**config.mk**
```make
export PLATFORM = sky130hd
export DESIGN_NAME = lcg_queue
export DESIGN_NICKNAME = d
export VERILOG_FILES = /design/src/lcg_pkg.sv /design/src/lcg_queue.sv
export SDC_FILE = /design/constraint.sdc
export NUM_CORES = 1
export LEC_CHECK = 0
export ABC_AREA = 1
export BUFFER_PORTS_ARGS = -buffer_cell sky130_fd_sc_hd__clkbuf_2
export CORE_MARGIN = 1
export CORE_UTILIZATION = 51
export DETAILED_ROUTE_END_ITERATION = 16
export GPL_ROUTABILITY_DRIVEN = 0
export PLACE_DENSITY = 0.73
export SYNTH_ARGS = -nofsm -noshare
export SYNTH_HDL_FRONTEND = slang
export SYNTH_SLANG_ARGS = --single-unit
```
**constraint.sdc**
```tcl
create_clock -name clock -period 1.5 [get_ports clock]
set_input_delay 0.15 -clock clock [delete_from_list [all_inputs] [get_ports clock]]
set_output_delay 0.15 -clock clock [all_outputs]
set_load 0.1 [all_outputs]
```
**src/lcg_pkg.sv**
```systemverilog
// lcg_pkg: shared types, constants and helper functions of the luma contrast gamma mapper
// used by lcg_front, lcg_queue, lcg_back and luma_contrast_gamma_mapper
// no dependencies
package lcg_pkg;

   // field widths
   localparam int SAMPLE_W   = 10;
   localparam int DEPTH_W    = 2;
   localparam int GAIN_W     = 11;
   localparam int BRIGHT_W   = 11;
   localparam int CSR_IDX_W  = 2;
   localparam int CSR_DATA_W = 11;
   localparam int PRODUCT_W  = GAIN_W + SAMPLE_W;

   // parameter defaults
   localparam int TABLE_DEPTH_DEF = 1024;
   localparam int MAX_BITS_DEF    = 10;

   // queue between front and back
   localparam int QUEUE_DEPTH = 4;
   localparam int QPTR_W      = $clog2(QUEUE_DEPTH);
   localparam int QCNT_W      = $clog2(QUEUE_DEPTH + 1);

   // reset values of the control registers
   localparam logic [GAIN_W-1:0] CONTRAST_RESET = 11'd255;

   // control register indexes
   typedef enum logic [CSR_IDX_W-1:0] {
      CSR_DEPTH_MODE        = 2'd0,
      CSR_CONTRAST_GAIN     = 2'd1,
      CSR_BRIGHTNESS_OFFSET = 2'd2,
      CSR_THRESHOLD_ENABLE  = 2'd3
   } csr_reg_type;

   // request kinds on the input channel
   typedef enum logic {
      REQ_MAP   = 1'b0,
      REQ_WRITE = 1'b1
   } req_kind_type;

   // work kinds carried by the queue
   typedef enum logic [1:0] {
      OP_WRITE  = 2'd0,
      OP_LOOKUP = 2'd1,
      OP_DIRECT = 2'd2
   } op_type;

   typedef struct packed {
      logic [DEPTH_W-1:0]         depth_mode;
      logic [GAIN_W-1:0]          contrast_gain;
      logic signed [BRIGHT_W-1:0] brightness_offset;
      logic                       threshold_enable;
   } cfg_type;

   typedef struct packed {
      op_type              op;
      logic [SAMPLE_W-1:0] addr;
      logic [SAMPLE_W-1:0] data;
   } entry_type;

   typedef struct packed {
      logic              full;
      logic              empty;
      logic [QCNT_W-1:0] count;
   } queue_status_type;

   // sample depth in bits, reserved mode acts as 10 bits, capped at max_bits
   function automatic logic [3:0] depth_bits(logic [DEPTH_W-1:0] mode, int max_bits);
      logic [3:0] d;
      begin
         d = (mode == 2'd3) ? 4'd10 : 4'd8 + {2'b00, mode};
         if (int'(d) > max_bits) begin
            d = 4'(max_bits);
         end
         return d;
      end
   endfunction

   // largest sample value at a depth of d bits
   function automatic logic [SAMPLE_W-1:0] max_value(logic [3:0] d);
      logic [SAMPLE_W:0] full_range;
      begin
         full_range = (SAMPLE_W+1)'(1) << d;
         return SAMPLE_W'(full_range - 1'b1);
      end
   endfunction

endpackage

```
**src/lcg_queue.sv**
```systemverilog
// lcg_queue: short first-in first-out queue of work entries between front and back
// depends on lcg_pkg
module lcg_queue
   import lcg_pkg::*;
(
   input  logic             clock,
   input  logic             reset,
   input  logic             push,
   input  entry_type        push_entry,
   input  logic             pop,
   output entry_type        head,
   output queue_status_type status
);

   entry_type           slot_ff [QUEUE_DEPTH];
   logic [QPTR_W-1:0]   wr_ptr_ff, wr_ptr_in;
   logic [QPTR_W-1:0]   rd_ptr_ff, rd_ptr_in;
   logic [QCNT_W-1:0]   count_ff, count_in;

   // pointer and fill count update
   always_comb begin
      wr_ptr_in = push ? wr_ptr_ff + 1'b1 : wr_ptr_ff;
      rd_ptr_in = pop ? rd_ptr_ff + 1'b1 : rd_ptr_ff;
      count_in  = count_ff;
      if (push && !pop) begin
         count_in = count_ff + 1'b1;
      end else if (pop && !push) begin
         count_in = count_ff - 1'b1;
      end
   end

   always_ff @(posedge clock) begin
      if (reset) begin
         wr_ptr_ff <= '0;
         rd_ptr_ff <= '0;
         count_ff  <= '0;
      end else begin
         wr_ptr_ff <= wr_ptr_in;
         rd_ptr_ff <= rd_ptr_in;
         count_ff  <= count_in;
      end
   end

   // entry storage
   always_ff @(posedge clock) begin
      if (push) begin
         slot_ff[wr_ptr_ff] <= push_entry;
      end
   end

   assign head         = slot_ff[rd_ptr_ff];
   assign status.full  = (count_ff == QCNT_W'(QUEUE_DEPTH));
   assign status.empty = (count_ff == '0);
   assign status.count = count_ff;

endmodule

```
* Word-level counts from Yosys, hierarchy flattened
Memory sizes are Yosys's and may differ from the RTL's. A register that Yosys moved wholly into a read port is not among the register bits.
Cells that the tools add are included.
** Cells by class
- Add/sub/neg operators :: 4
- Muxes and demuxes :: 6
- Equal/unequal tests :: 1
- Reductions and logical operators :: 6
** Operators with widths (count)
- $mux 3 :: 2
- $add 2x1->2 const B :: 2
- $mux 2 :: 2
- $add 3x1->3 const B :: 1
- $eq 3x3->1 const B :: 1
- $logic_not 3->1 :: 1
- $sub 3x1->3 const B :: 1
- $logic_and 1x1->1 :: 2
- $logic_not 1->1 :: 2
- $mux 1 :: 2
- $reduce_bool 2->1 :: 1
** Word-level totals
- Memories kept :: 1
- Output and inout bits :: 27
- Bits of input ports :: 26
- Bits in registers :: 7
- Logic and storage cells :: 21
- Bits in writable memories :: 88
** Memories
- slot_ff :: words 4, width 22, rd ports 1, clocked after memory_dff 1, write ports 1, RTL line lcg_queue.sv:15 : entry_type slot_ff [QUEUE_DEPTH];

* Depth between registers and ports, before layout
- Depth after elaboration :: 4
- Gate-level depth with buffers :: 10

* Worst setup path after synthesis
Ideal clock, no wire load.
- Kind :: reg2out
- From :: register count_ff[2]
- To :: output port status[4] (netlist bit)
- Path slack :: -1.807 ns
- Data arrival time :: 3.157 ns
- Data required time :: 1.350 ns
- Cell stages (with the launch flop) :: 3
- Path through :: dfxtp_1 > inv_1 > nor3_1
** RTL lines
- start, declared :: RTL line lcg_queue.sv:18 : logic [QCNT_W-1:0] count_ff, count_in;
- start signal, assigned :: RTL line lcg_queue.sv:40 : count_ff <= count_in;
- end, declared :: RTL line lcg_queue.sv:12 : output queue_status_type status

==> impl_metrics.toml <==
[run_status]
result_of_the_run = "finished with violations"
violations = "negative setup slack"

[cells_and_area]
fraction_of_final_layout_cells_sized_beyond_drive_strength_1_pct = 46.9
seq_area_um2 = 2840
syn2layout_area_growth_pct = 46.0
fin_nets = 377
final_cell_count_no_fill = 446
multi_input_comb_area_um2 = 1230
insertedDiodeCount = 0
fillerInstances = 369

[route]
wl_per_cell_um = 18.3
route.detailed.vias_per_inst = 5.52
detail_route.first_pass.iterations = 4
route.vias.total = 2463
postRouteAntennaNets = 0
route.detailed.drc = 0
dr.first_iter.drc_count = 172
wl_mm = 8.18

[clocking]
cts_root_buffer = "sky130_fd_sc_hd__clkbuf_8"
cts.htree.levels = 3
clock_latency_ps = 360
ctsLongestPathBuffers = 2
cts.clk_slew.worst_paths_ps = 90
numCtsBuffers = 9
cts.sinks = 97
clock_tree_from_tritoncts = "yes"

[timing]
setup_viol = 22
fin_crit_ps = 1690
worst-slew-pin-transition_ps = 539
postLayoutSetupSlackWorst_ps = -187
max_freq_ghz = 0.593
final_hold_viol_count = 0
finalClockSkew_ps = 9.29
setup-tns-final_ps = -3530
final.period_utilization_pct = 112
unrepaired_setup_endpoints_after_global_routing = "yes"
slew-limit-headroom_pct = 64.2
report.final.slew_viol_count = 0

[global_routing]
grt_pass1_wl_mm = 10.8
grt_remaining_overflow = 0
global_route.usage.total_pct = 19.7
grt_antenna_before_repair = 0
grt_pass1_vias = 2244
grt_start_max_net_pins = 45

[floorplanning]
die_area_um2 = 7680
initial_cell_density_of_the_core_pct = 53.9
die_height_um = 87.6
die_w_um = 87.6
core_footprint_um2 = 6940
io_pins = 53
row_count = 30

[critical_path]
worst_setup_path_end_kind = "output port"
critical_path_arrival_ps = 1540
timing.critical_path.from_type = "flip-flop"
required_ps = 1350
path_class = "reg2out"
critical_path.max_fanout = 8

[place]
count_of_input_and_output_buffers = 52
place.detailed.instances = 417
place_hpwl_mm = 4.44
dpl_ws_ps = 72.0

[logic_synthesis]
synthCells = 271
synth_cell_types = 20
number_of_warning_messages_in_the_yosys_log = 0
syn-cell-area_um2 = 3740
synthesis.nets = 303
synth_largest_area_cell = "sky130_fd_sc_hd__edfxtp_1"
synthDominantCellAreaShare_pct = 70.7
seq_area_frac_synth_pct = 75.5
synth.avg_cell_area_um2 = 13.8
synthTopCellsByArea = "sky130_fd_sc_hd__edfxtp_1, sky130_fd_sc_hd__nor2_1, sky130_fd_sc_hd__dfxtp_1, sky130_fd_sc_hd__o21ai_0, sky130_fd_sc_hd__o22ai_1"
yosys_register_bits = 97

[power_and_ir_drop]
cellPowerDensity_nw_per_um2 = 1280
irDropWorstVdd_mv = 0.688
static-leakage-power_nw = 1.96
report.power.total_mw = 6.98

[job]
max-cap-violations = 0

[hold_path]
holdCritPathClass = "in2reg"
-- through the flow --
stage          instance area [um2]  utilization, %  hold WS (ps)
6_report                      5460            78.6          2.97
5_1_grt                       5460            78.6          1.96
4_1_cts                       5100            73.5          2.68
3_5_place_dp                  4840            69.7           328
3_3_place_gp                  4840            69.7           315
2_1_floorplan                 4080               -           213
-- cells by family after synthesis --
kind of cell,share of synthesized area [%]
compound gates,10.6
flops,75.5
simple gates,6.49
fa+ha+maj,2.21
xor+xnor,0.234
buf+inv,4.95
-- routing by layer --
metal / vias up / wire length (um) / track usage [%]
met2: 98 / 4260 / 33.9
li1: 1137 / - / -
met3: 22 / 450 / 4.15
met4: 0 / 255 / 10.7
met1: 1206 / 3210 / 23.4
met5: - / 0 / 0
-- cells in the final DEF (no fill, tap or decap) --
master / instances
sky130_fd_sc_hd__xor2_1: 1
sky130_fd_sc_hd__nor2_2: 18
sky130_fd_sc_hd__dfxtp_4: 4
sky130_fd_sc_hd__edfxtp_1: 88
sky130_fd_sc_hd__inv_8: 2
sky130_fd_sc_hd__nand2_1: 9
sky130_fd_sc_hd__inv_1: 15
sky130_fd_sc_hd__o21ai_0: 5
sky130_fd_sc_hd__buf_12: 30
sky130_fd_sc_hd__a21oi_1: 3
sky130_fd_sc_hd__o21ai_2: 22
sky130_fd_sc_hd__dfxtp_2: 1
sky130_fd_sc_hd__clkbuf_2: 28
sky130_fd_sc_hd__clkbuf_8: 9
sky130_fd_sc_hd__nor2_1: 28
sky130_fd_sc_hd__dlygate4sd3_1: 4
sky130_fd_sc_hd__nor3_4: 2
sky130_fd_sc_hd__clkinvlp_4: 1
sky130_fd_sc_hd__fa_1: 1
sky130_fd_sc_hd__inv_12: 1
sky130_fd_sc_hd__clkinv_4: 2
sky130_fd_sc_hd__nand4_1: 1
sky130_fd_sc_hd__o21ai_1: 21
sky130_fd_sc_hd__buf_6: 5
sky130_fd_sc_hd__nand3_1: 1
sky130_fd_sc_hd__nor2_4: 4
sky130_fd_sc_hd__o22ai_4: 22
sky130_fd_sc_hd__inv_6: 1
sky130_fd_sc_hd__dfxtp_1: 4
sky130_fd_sc_hd__o21ai_4: 1
sky130_fd_sc_hd__clkbuf_16: 1
sky130_fd_sc_hd__buf_4: 4
sky130_fd_sc_hd__clkinv_16: 2
sky130_fd_sc_hd__ha_1: 5
sky130_fd_sc_hd__clkinv_2: 2
sky130_fd_sc_hd__bufinv_16: 2
-- state kept, by name, summed over array words and instances, names as in the netlist, named ones only --
name       cells
rd_ptr_ff      2
slot_ff       88
count_ff       3
wr_ptr_ff      2
-- cell usage after synthesis --
cell type / n
sky130_fd_sc_hd__o22ai_1: 22
sky130_fd_sc_hd__buf_2: 4
sky130_fd_sc_hd__edfxtp_1: 88
sky130_fd_sc_hd__inv_1: 15
sky130_fd_sc_hd__o21ai_0: 31
sky130_fd_sc_hd__nor2_1: 50
sky130_fd_sc_hd__nand4_1: 1
sky130_fd_sc_hd__fa_1: 1
sky130_fd_sc_hd__nor3_1: 2
sky130_fd_sc_hd__ha_1: 5
sky130_fd_sc_hd__inv_2: 1
sky130_fd_sc_hd__a21oi_1: 3
sky130_fd_sc_hd__inv_8: 1
sky130_fd_sc_hd__dfxtp_1: 9
sky130_fd_sc_hd__xor2_1: 1
sky130_fd_sc_hd__buf_4: 2
sky130_fd_sc_hd__buf_6: 7
sky130_fd_sc_hd__nand3_1: 1
sky130_fd_sc_hd__nand2_1: 9
sky130_fd_sc_hd__o21ai_1: 18
-- what timing repair did --
action | 4_1_cts | 5_1_grt
cloned | 0 | 5
buffers inserted | 1 | 3
hold buffers | 3 | 1
endpoints found under the setup margin | 22 | 22
endpoints found under the hold margin | 6 | 3
gates resized for setup | 28 | 66
pin swaps | 0 | 1
-- worst max-delay path, cell delays in order (launching register included) --
cell                      delay, ps
sky130_fd_sc_hd__dfxtp_4        470
sky130_fd_sc_hd__buf_12         200
sky130_fd_sc_hd__inv_8           60
sky130_fd_sc_hd__o21ai_2        170
sky130_fd_sc_hd__o22ai_4        100
sky130_fd_sc_hd__buf_12         180
-- final cells by class --
type	instances	share of cell area, %
Clock buffer	9	2.27
Tap cell	96	2.20
Clock inverter	7	1.74
Timing Repair inverter	4	1.26
Multi-Input combinational cell	144	22.5
Inverter	17	1.74
Sequential cell	97	52.0
Timing Repair Buffer	72	16.3
-- power by group --
part           total [mW]  internal, mW  leakage, nW  switching [mW]
clock network        1.83         0.938        0.109           0.887
logic                2.00         0.679        0.964            1.32
registers            3.16          3.08        0.886          0.0791
total                6.98          4.70         1.96            2.29
-- worst paths after layout --
kind	startpoint	end	slack (ps)	cells past startpoint
max reg2reg	wr_ptr_ff[0]	slot_ff[0][17]	250	5
max	flip-flop	head[21]	-190	5
min	push_entry[16]	slot_ff[0][16]	3	1
min reg2reg	rd_ptr_ff[1]	flip-flop	440	1
Power figures use the tool's default switching activity.
