**src/lcg_pkg.sv**
```systemverilog
// lcg_pkg: shared types, constants and helper functions of the luma contrast gamma mapper
// used by lcg_front, lcg_queue, lcg_back and luma_contrast_gamma_mapper
// no dependencies
package lcg_pkg;

   // field widths
   localparam int SAMPLE_W   = 10;
   localparam int DEPTH_W    = 2;
   localparam int GAIN_W     = 11;
   localparam int BRIGHT_W   = 11;
   localparam int CSR_IDX_W  = 2;
   localparam int CSR_DATA_W = 11;
   localparam int PRODUCT_W  = GAIN_W + SAMPLE_W;

   // parameter defaults
   localparam int TABLE_DEPTH_DEF = 1024;
   localparam int MAX_BITS_DEF    = 10;

   // queue between front and back
   localparam int QUEUE_DEPTH = 4;
   localparam int QPTR_W      = $clog2(QUEUE_DEPTH);
   localparam int QCNT_W      = $clog2(QUEUE_DEPTH + 1);

   // reset values of the control registers
   localparam logic [GAIN_W-1:0] CONTRAST_RESET = 11'd255;

   // control register indexes
   typedef enum logic [CSR_IDX_W-1:0] {
      CSR_DEPTH_MODE        = 2'd0,
      CSR_CONTRAST_GAIN     = 2'd1,
      CSR_BRIGHTNESS_OFFSET = 2'd2,
      CSR_THRESHOLD_ENABLE  = 2'd3
   } csr_reg_type;

   // request kinds on the input channel
   typedef enum logic {
      REQ_MAP   = 1'b0,
      REQ_WRITE = 1'b1
   } req_kind_type;

   // work kinds carried by the queue
   typedef enum logic [1:0] {
      OP_WRITE  = 2'd0,
      OP_LOOKUP = 2'd1,
      OP_DIRECT = 2'd2
   } op_type;

   typedef struct packed {
      logic [DEPTH_W-1:0]         depth_mode;
      logic [GAIN_W-1:0]          contrast_gain;
      logic signed [BRIGHT_W-1:0] brightness_offset;
      logic                       threshold_enable;
   } cfg_type;

   typedef struct packed {
      op_type              op;
      logic [SAMPLE_W-1:0] addr;
      logic [SAMPLE_W-1:0] data;
   } entry_type;

   typedef struct packed {
      logic              full;
      logic              empty;
      logic [QCNT_W-1:0] count;
   } queue_status_type;

   // sample depth in bits, reserved mode acts as 10 bits, capped at max_bits
   function automatic logic [3:0] depth_bits(logic [DEPTH_W-1:0] mode, int max_bits);
      logic [3:0] d;
      begin
         d = (mode == 2'd3) ? 4'd10 : 4'd8 + {2'b00, mode};
         if (int'(d) > max_bits) begin
            d = 4'(max_bits);
         end
         return d;
      end
   endfunction

   // largest sample value at a depth of d bits
   function automatic logic [SAMPLE_W-1:0] max_value(logic [3:0] d);
      logic [SAMPLE_W:0] full_range;
      begin
         full_range = (SAMPLE_W+1)'(1) << d;
         return SAMPLE_W'(full_range - 1'b1);
      end
   endfunction

endpackage

```
**src/lcg_front.sv**
```systemverilog
// lcg_front: accepts request transactions, computes the gain product, then the table index
// or the threshold result, and pushes one work entry into the queue
// depends on lcg_pkg
module lcg_front
   import lcg_pkg::*;
#(
   parameter int TABLE_DEPTH = TABLE_DEPTH_DEF,
   parameter int MAX_BITS    = MAX_BITS_DEF
) (
   input  logic                clock,
   input  logic                reset,
   input  cfg_type             cfg,
   input  logic                req_valid,
   output logic                req_stall,
   input  logic                req_type,
   input  logic [SAMPLE_W-1:0] req_sample,
   input  logic [SAMPLE_W-1:0] req_table_index,
   input  logic [SAMPLE_W-1:0] req_table_value,
   input  queue_status_type    q_status,
   output logic                q_push,
   output entry_type           q_push_entry
);

   localparam logic [SAMPLE_W-1:0] LastIndex = SAMPLE_W'(TABLE_DEPTH - 1);

   logic [3:0]          depth;
   logic [SAMPLE_W-1:0] maxv;
   logic [SAMPLE_W-1:0] midv;
   logic                accept;
   logic [SAMPLE_W-1:0] sample_sat;

   logic                 s1_valid_ff, s1_valid_in;
   logic                 s1_map_ff;
   logic [SAMPLE_W-1:0]  s1_sample_ff;
   logic [PRODUCT_W-1:0] s1_product_ff;
   logic [SAMPLE_W-1:0]  s1_index_ff;
   logic [SAMPLE_W-1:0]  s1_value_ff;

   logic [12:0]         shifted;
   logic signed [15:0]  lum;
   logic signed [15:0]  index_sum;
   logic [SAMPLE_W-1:0] index_clip;
   logic                below;

   // depth-derived constants; user keeps config stable while transactions are in flight
   assign depth = depth_bits(cfg.depth_mode, MAX_BITS);
   assign maxv  = max_value(depth);
   assign midv  = {1'b0, maxv[SAMPLE_W-1:1]} + 1'b1;

   // input handshake, stage one holds while the queue is full
   assign req_stall   = s1_valid_ff && q_status.full;
   assign accept      = req_valid && !req_stall;
   assign q_push      = s1_valid_ff && !q_status.full;
   assign s1_valid_in = accept || (s1_valid_ff && q_status.full);

   // saturate the sample to the depth
   assign sample_sat = (req_sample > maxv) ? maxv : req_sample;

   always_ff @(posedge clock) begin
      if (reset) begin
         s1_valid_ff <= 1'b0;
      end else begin
         s1_valid_ff <= s1_valid_in;
      end
   end

   // stage one: sample and gain product
   always_ff @(posedge clock) begin
      if (accept) begin
         s1_map_ff     <= (req_type == REQ_MAP);
         s1_sample_ff  <= sample_sat;
         s1_product_ff <= cfg.contrast_gain * sample_sat;
         s1_index_ff   <= req_table_index;
         s1_value_ff   <= req_table_value;
      end
   end

   // table index: offset plus scaled product, clipped to the sample range and the table
   always_comb begin
      shifted   = 13'(s1_product_ff >> depth);
      lum       = 16'(cfg.brightness_offset) + $signed({6'b0, midv})
                - $signed({6'b0, cfg.contrast_gain[GAIN_W-1:1]});
      index_sum = lum + $signed({3'b0, shifted});
      if (index_sum < 0) begin
         index_clip = '0;
      end else if (index_sum > $signed({6'b0, maxv})) begin
         index_clip = maxv;
      end else begin
         index_clip = index_sum[SAMPLE_W-1:0];
      end
      if (index_clip > LastIndex) begin
         index_clip = LastIndex;
      end
   end

   // threshold compare against the signed brightness level
   assign below = $signed({2'b00, s1_sample_ff}) < $signed({cfg.brightness_offset[BRIGHT_W-1],
                                                            cfg.brightness_offset});

   // classify into a queue entry
   always_comb begin
      if (!s1_map_ff) begin
         q_push_entry.op   = OP_WRITE;
         q_push_entry.addr = s1_index_ff;
         q_push_entry.data = s1_value_ff;
      end else if (cfg.threshold_enable) begin
         q_push_entry.op   = OP_DIRECT;
         q_push_entry.addr = '0;
         q_push_entry.data = below ? '0 : maxv;
      end else begin
         q_push_entry.op   = OP_LOOKUP;
         q_push_entry.addr = index_clip;
         q_push_entry.data = '0;
      end
   end

endmodule

```
**config.mk**
```make
export PLATFORM = sky130hd
export DESIGN_NAME = lcg_front
export DESIGN_NICKNAME = d
export VERILOG_FILES = /design/src/lcg_pkg.sv /design/src/lcg_front.sv
export SDC_FILE = /design/constraint.sdc
export NUM_CORES = 1
export LEC_CHECK = 0
export ABC_AREA = 1
export BUFFER_PORTS_ARGS = -buffer_cell sky130_fd_sc_hd__buf_2
export CORE_MARGIN = 2
export CORE_UTILIZATION = 60
export CTS_CLUSTER_DIAMETER = 40
export DETAILED_ROUTE_END_ITERATION = 7
export HOLD_SLACK_MARGIN = 0.03
export PLACE_DENSITY = 0.82
export SYNTH_ARGS = -nofsm -noshare
export SYNTH_HDL_FRONTEND = slang
export SYNTH_SLANG_ARGS = --single-unit
```
**constraint.sdc**
```tcl
create_clock -name clock -period 9.02 [get_ports clock]
set_input_delay 1.804 -clock clock [delete_from_list [all_inputs] [get_ports clock]]
set_output_delay 1.804 -clock clock [all_outputs]
set_load 0.02 [all_outputs]
```
# After elaboration in Yosys (flattened, before gate mapping)
# Cells that the tools add are included.
word_totals:
  reg_bits: 53
  latchBits: 0
  ram_bits: 0
  rom_bits: 0
  output_inout_bits: 24
  wordCells: 38
  n_memories: 0
classes:
  add_sub_neg: 6
  multipliers: 1
  div_mod_pow: 0
  magnitude_cmp: 6
  n_eq_ne: 1
  shifts: 2
  n_mux: 9
  n_bitwise: 1
  n_reduce_logical: 6
ops:
  columns: ["op", "n"]
  rows:
  - ["$mux W10", 5]
  - ["$mux W22", 2]
  - ["$mul A11 B10 Y21", 1]
  - ["$shr A21 B4 Y13", 1]
  - ["$add A13 B14 Y15", 1]
  - ["$gt A15 B11 Y1", 1]
  - ["$lt A15 B1 Y1 const B", 1]
  - ["$sub A12 B11 Y13", 1]
  - ["$add A11 B11 Y12", 1]
  - ["$lt A11 B11 Y1", 1]
  - ["$add A9 B1 Y10 const B", 1]
  - ["$gt A10 B10 Y1", 1]
  - ["$gt A10 B10 Y1 const B", 1]
  - ["$shl A1 B4 Y10 const A", 1]
  - ["$sub A10 B1 Y10 const B", 1]
  - ["$mux W4", 2]
  - ["$add A4 B2 Y4 const A", 1]
  - ["$gt A4 B4 Y1 const B", 1]
  - ["$logic_and A1 B1 Y1", 3]
  - ["$eq A2 B2 Y1 const B", 1]
  - ["$logic_not A1 Y1", 2]
  - ["$logic_or A1 B1 Y1", 1]
  - ["$not A1 Y1", 1]

# Longest topological paths before layout
depth:
  ltp_word: 17
  depth_mapped: 31
  depth_no_buf: 29

# Least setup slack after synthesis
# OpenSTA, ideal clock, no wires.
synth_timing:
  kind: "input to register"
  start: "input port cfg[24] (netlist bit)"
  end: "register s1_product_ff[17] (data pin)"
  setup_time_ps: 252
  arrival_time_ps: 7394
  t_required_ps: 8768
  path_slack_ps: 1374
  cell_stages: 27
  path_buffers: 2
  cell_sequence: "buf_4 nor2_1 clkbuf_1 ha_1 nand2_1 nor2_1 nand3_1 nand2_2 o21ai_0 clkinv_1 nor2_1 fa_1 fa_1 fa_1 fa_1 inv_1 fa_1 inv_1 ha_1 a21oi_1 nor2_1 nor2_1 o21ai_0 a21boi_0 nand2_1 nand2_1 nand2_1"
synth_via:
  elab_chain_len: 9
synth_lines:
  columns: ["element", "line_no", "text"]
  rows:
  - ["from (decl)", "lcg_front.sv:12", "input cfg_type cfg,"]
  - ["$add A4 B2 Y4 / $eq A2 B2 Y1 (equally long branches)", "lcg_pkg.sv:71", "d = (mode == 2'd3) ? 4'd10 : 4'd8 + {2'b00, mode};"]
  - ["$mux W4 (*)", "lcg_pkg.sv:71", null]
  - ["$gt A4 B4 Y1", "lcg_pkg.sv:72", "if (int'(d) > max_bits) begin"]
  - ["$mux W4 (*)", "lcg_pkg.sv:72", null]
  - ["$shl A1 B4 Y10 (*)", "lcg_pkg.sv:83", "full_range = (SAMPLE_W+1)'(1) << d;"]
  - ["$sub A10 B1 Y10 (*)", "lcg_pkg.sv:84", "return SAMPLE_W'(full_range - 1'b1);"]
  - ["$gt A10 B10 Y1", "lcg_front.sv:57", "assign sample_sat = (req_sample > maxv) ? maxv : req_sample;"]
  - ["$mux W10 (*)", "lcg_front.sv:57", null]
  - ["net sample_sat[9]", "lcg_front.sv:30", "logic [SAMPLE_W-1:0] sample_sat;"]
  - ["$mul A11 B10 Y21 (*)", "lcg_front.sv:72", "s1_product_ff <= cfg.contrast_gain * sample_sat;"]
  - ["to (signal assigned)", "lcg_front.sv:72", null]
  - ["to (decl)", "lcg_front.sv:35", "logic [PRODUCT_W-1:0] s1_product_ff;"]
# Mark *: on every way through the listed nets, which the timed path passes. The rest lies on a longest branch.
# A chain may end at the register's enable or synchronous reset.

==> metrics <==
CP Max Fanout=10; pre-CTS WS=between 0.7 and 0.8 ns; Hold Vio Cnt, Final=0; ant diodes=0; Synth cell types=39; max-slew violation count=0; met3 usage=under 10%; clock power share=6.3%; Flop pwr share=12.8%; DR pass1 iterations=5; Worst Setup End Kind=output pin; skew final=approximately 0.0026 ns; Final WS setup=0.911 ns; endpoints failing setup=0; antenna-violating nets left=0; sw frac=a little over half; number of synthesized register bits=45; routed len/inst=14.7 um; DR vias/cell=5.40; largest net degree at the start of global routing=45; post-CTS setup buffers=0; total number of vias=6300; H-Tree Depth=2; layout cells sized above 1=12.1%; Num Clock Sinks=45; # rows=40; fin crit share=89.9%; DR iter-0 viols=400; Peak Freq=123 MHz; Sw Pwr=1.57 mW; register area share after synthesis=a little under a fifth; Layout area overhead=10.6%; WP buf/inv=10; Port Buf Inserts=83; Fin Hold WS=0.487 ns; Skew-Pair Late Insertion Delay=0.29 ns; busiest grt layer=met2; nets@finish=1259; clock buffer depth=2; PwrDens=roughly 360 mW/mm^2; grt ovf=0; vias in the first global route=~6300; kind of critical path=in2out; crit path DAT=6.31 ns; Total GRT Usage=between 20% and 30%; Design Power=~2.9 mW; mean post-synth cell area=7.77 um^2; worst min path class=reg2reg; core region area=approximately 0.012 mm^2; die width=~110 um; leak pwr=4.48 nW; Die Ht=114 um; root buf cell=clkbuf_16; Peak VDD IR=around 0.00028 V; IO Pins=88; Residual DRC=0; Max transition margin=21.5%; Inserted Clock Buffers=5; max cap viols=0; crit path time final=8.11 ns; initial antenna violation count=0; Final Cell Area=between 0.007 and 0.008 mm^2; GPL Wtd Cong=0.966; syn_nets=roughly 1200; dpl cell area=0.00784 mm^2; Worst EP required=7.22 ns; YS warnings=0; hold buffer count at CTS=0; CTS tree=done; Worst path most repeated cell=nand2_1; CP max-delay cell=fa_1; Comb pwr share=between 80% and 90%; Internal=1.31 mW; global-route wire length before repair=28800 um; Mapped Cells=929; Worst Max-Slew Pin Slew=1.17 ns; crit-path max cell delay=0.53 ns; status=completed; M1 GR Usage=34.8%; Initial Util=60.8%; cts repair resizes=0; met2 Use GR=51.1%; delay-heaviest family, CP=adder cells; Cell Area, Synth=about 0.0072 mm^2; Total Routed Length=17200 um; Critical Path Source Type=primary input; DP HPWL=around 15000 um; total die area=0.0129 mm^2; Sum Neg Setup Slack=0 ns; RSZ-0062 raised after global routing=false; Clock Pin Slew Worst Setup and Hold Paths=about 0.06 ns
synth_stat cells (all sizes together):
cell     instances  share of area, %
o21ai           15               1.1
a21o             2              0.21
a21boi           3              0.31
edfxtp          44                18
a2111oi          2              0.24
nor3             6              0.42
nor4             1             0.087
ha              92                16
clkbuf           3              0.16
and2             1             0.087
a31oi            4              0.35
nand2          248                13
nand3           40               2.8
nor2           112               6.0
a221oi           4              0.49
inv            197                10
o221a            1              0.16
nand3b           1              0.10
nand4            9              0.99
clkinv           7              0.36
buf              2              0.21
fa              84                23
a21oi           29               2.1
o22ai            3              0.26
xor2            10               1.3
o221ai           2              0.24
o211ai           2              0.21
o2111ai          1              0.12
dfxtp            1              0.28
o21bai           3              0.31
registers in the layout, summed over array words and instances (netlist names):
name,count
s1_product_ff,13
s1_index_ff,10
s1_sample_ff,10
s1_value_ff,10
s1_map_ff,1
s1_valid_ff,1
layout make-up:
type	instances	area (um^2)
multi-input cells	675	5090
clock buffers	5	125
well taps	147	184
repair buffers	88	453
flip-flops and latches	45	1340
inverters	204	766
fillers	1005	3880
clock inverters	3	21.3
worst paths after layout:
kind	from	to	slack (ns)	depth (start not counted)
hold reg to reg	s1_valid_ff	s1_valid_ff	0.49	2
setup / recovery	cfg[24]	q_push_entry[17]	0.91	28
hold / removal	s1_valid_ff	s1_valid_ff	0.49	2
setup reg to reg	s1_valid_ff	s1_sample_ff[7]	7.28	3
power groups by stage:
stage          Clock [mW]  Combinational, mW  Sequential, mW
2_1_floorplan           0               1.79           0.366
3_3_place_gp            0               2.22           0.369
4_1_cts             0.183               2.31           0.366
3_5_place_dp            0               2.29           0.371
5_1_grt             0.194               2.67           0.372
6_report            0.182               2.32           0.367
metal layers:
layer	wire length (um)	vias to the layer above
li1	-	3078
met1	6860	2951
met2	8610	234
met3	1210	37
met4	522	0
met5	0	-
worst register-to-register path, delay by kind of cell (launching register included):
kind | cells | cell delay (ns)
AND/OR/NAND/NOR | 2 | 0.96
flip-flops | 1 | 0.31
buffers and inverters | 1 | 0.07
cell families (layout without fill, tap and decap cells):
group	Yosys count	count (layout)	synth area share (%)
AND/OR/NAND/NOR	418	418	23.8
buffers and inverters	209	300	11.0
adder cells (fa/ha/maj)	176	176	39.3
AO/OA/AOI/OAI	71	71	6.10
flip-flops	45	45	18.6
XOR/XNOR	10	10	1.32
placed cells by master (no fill, tap or decap), types with 2 or more instances in the layout:
cell       synthesis  routed
o21ai_1            5       5
a21oi_1           27      27
a21oi_2            2       2
a2111oi_0          2       2
nand2_1          239     239
nor2_1           106     105
buf_2              0      83
o21bai_1           3       3
a21boi_0           3       3
inv_2              4       4
nand2_2            9       9
o221ai_1           2       2
clkbuf_16          0       5
clkinv_1           7       7
nor3_1             6       6
xor2_1             9       9
o211ai_1           2       2
edfxtp_1          44      44
o21ai_0            9       9
ha_1              92      92
nor2_2             6       6
nand3_1           39      39
fa_1              84      84
a31oi_1            4       4
buf_4              2       5
a221oi_1           4       4
inv_1            193     193
o22ai_1            3       3
a21o_1             2       2
nand4_1            8       8
stage by stage:
step,util [%],cells
after floorplan,-,929
after global placement,66.1,1159
after detailed placement,66.1,1159
after CTS,67.3,1167
after global routing,67.3,1167
final,67.3,1167
Power figures use the tool's default switching activity.
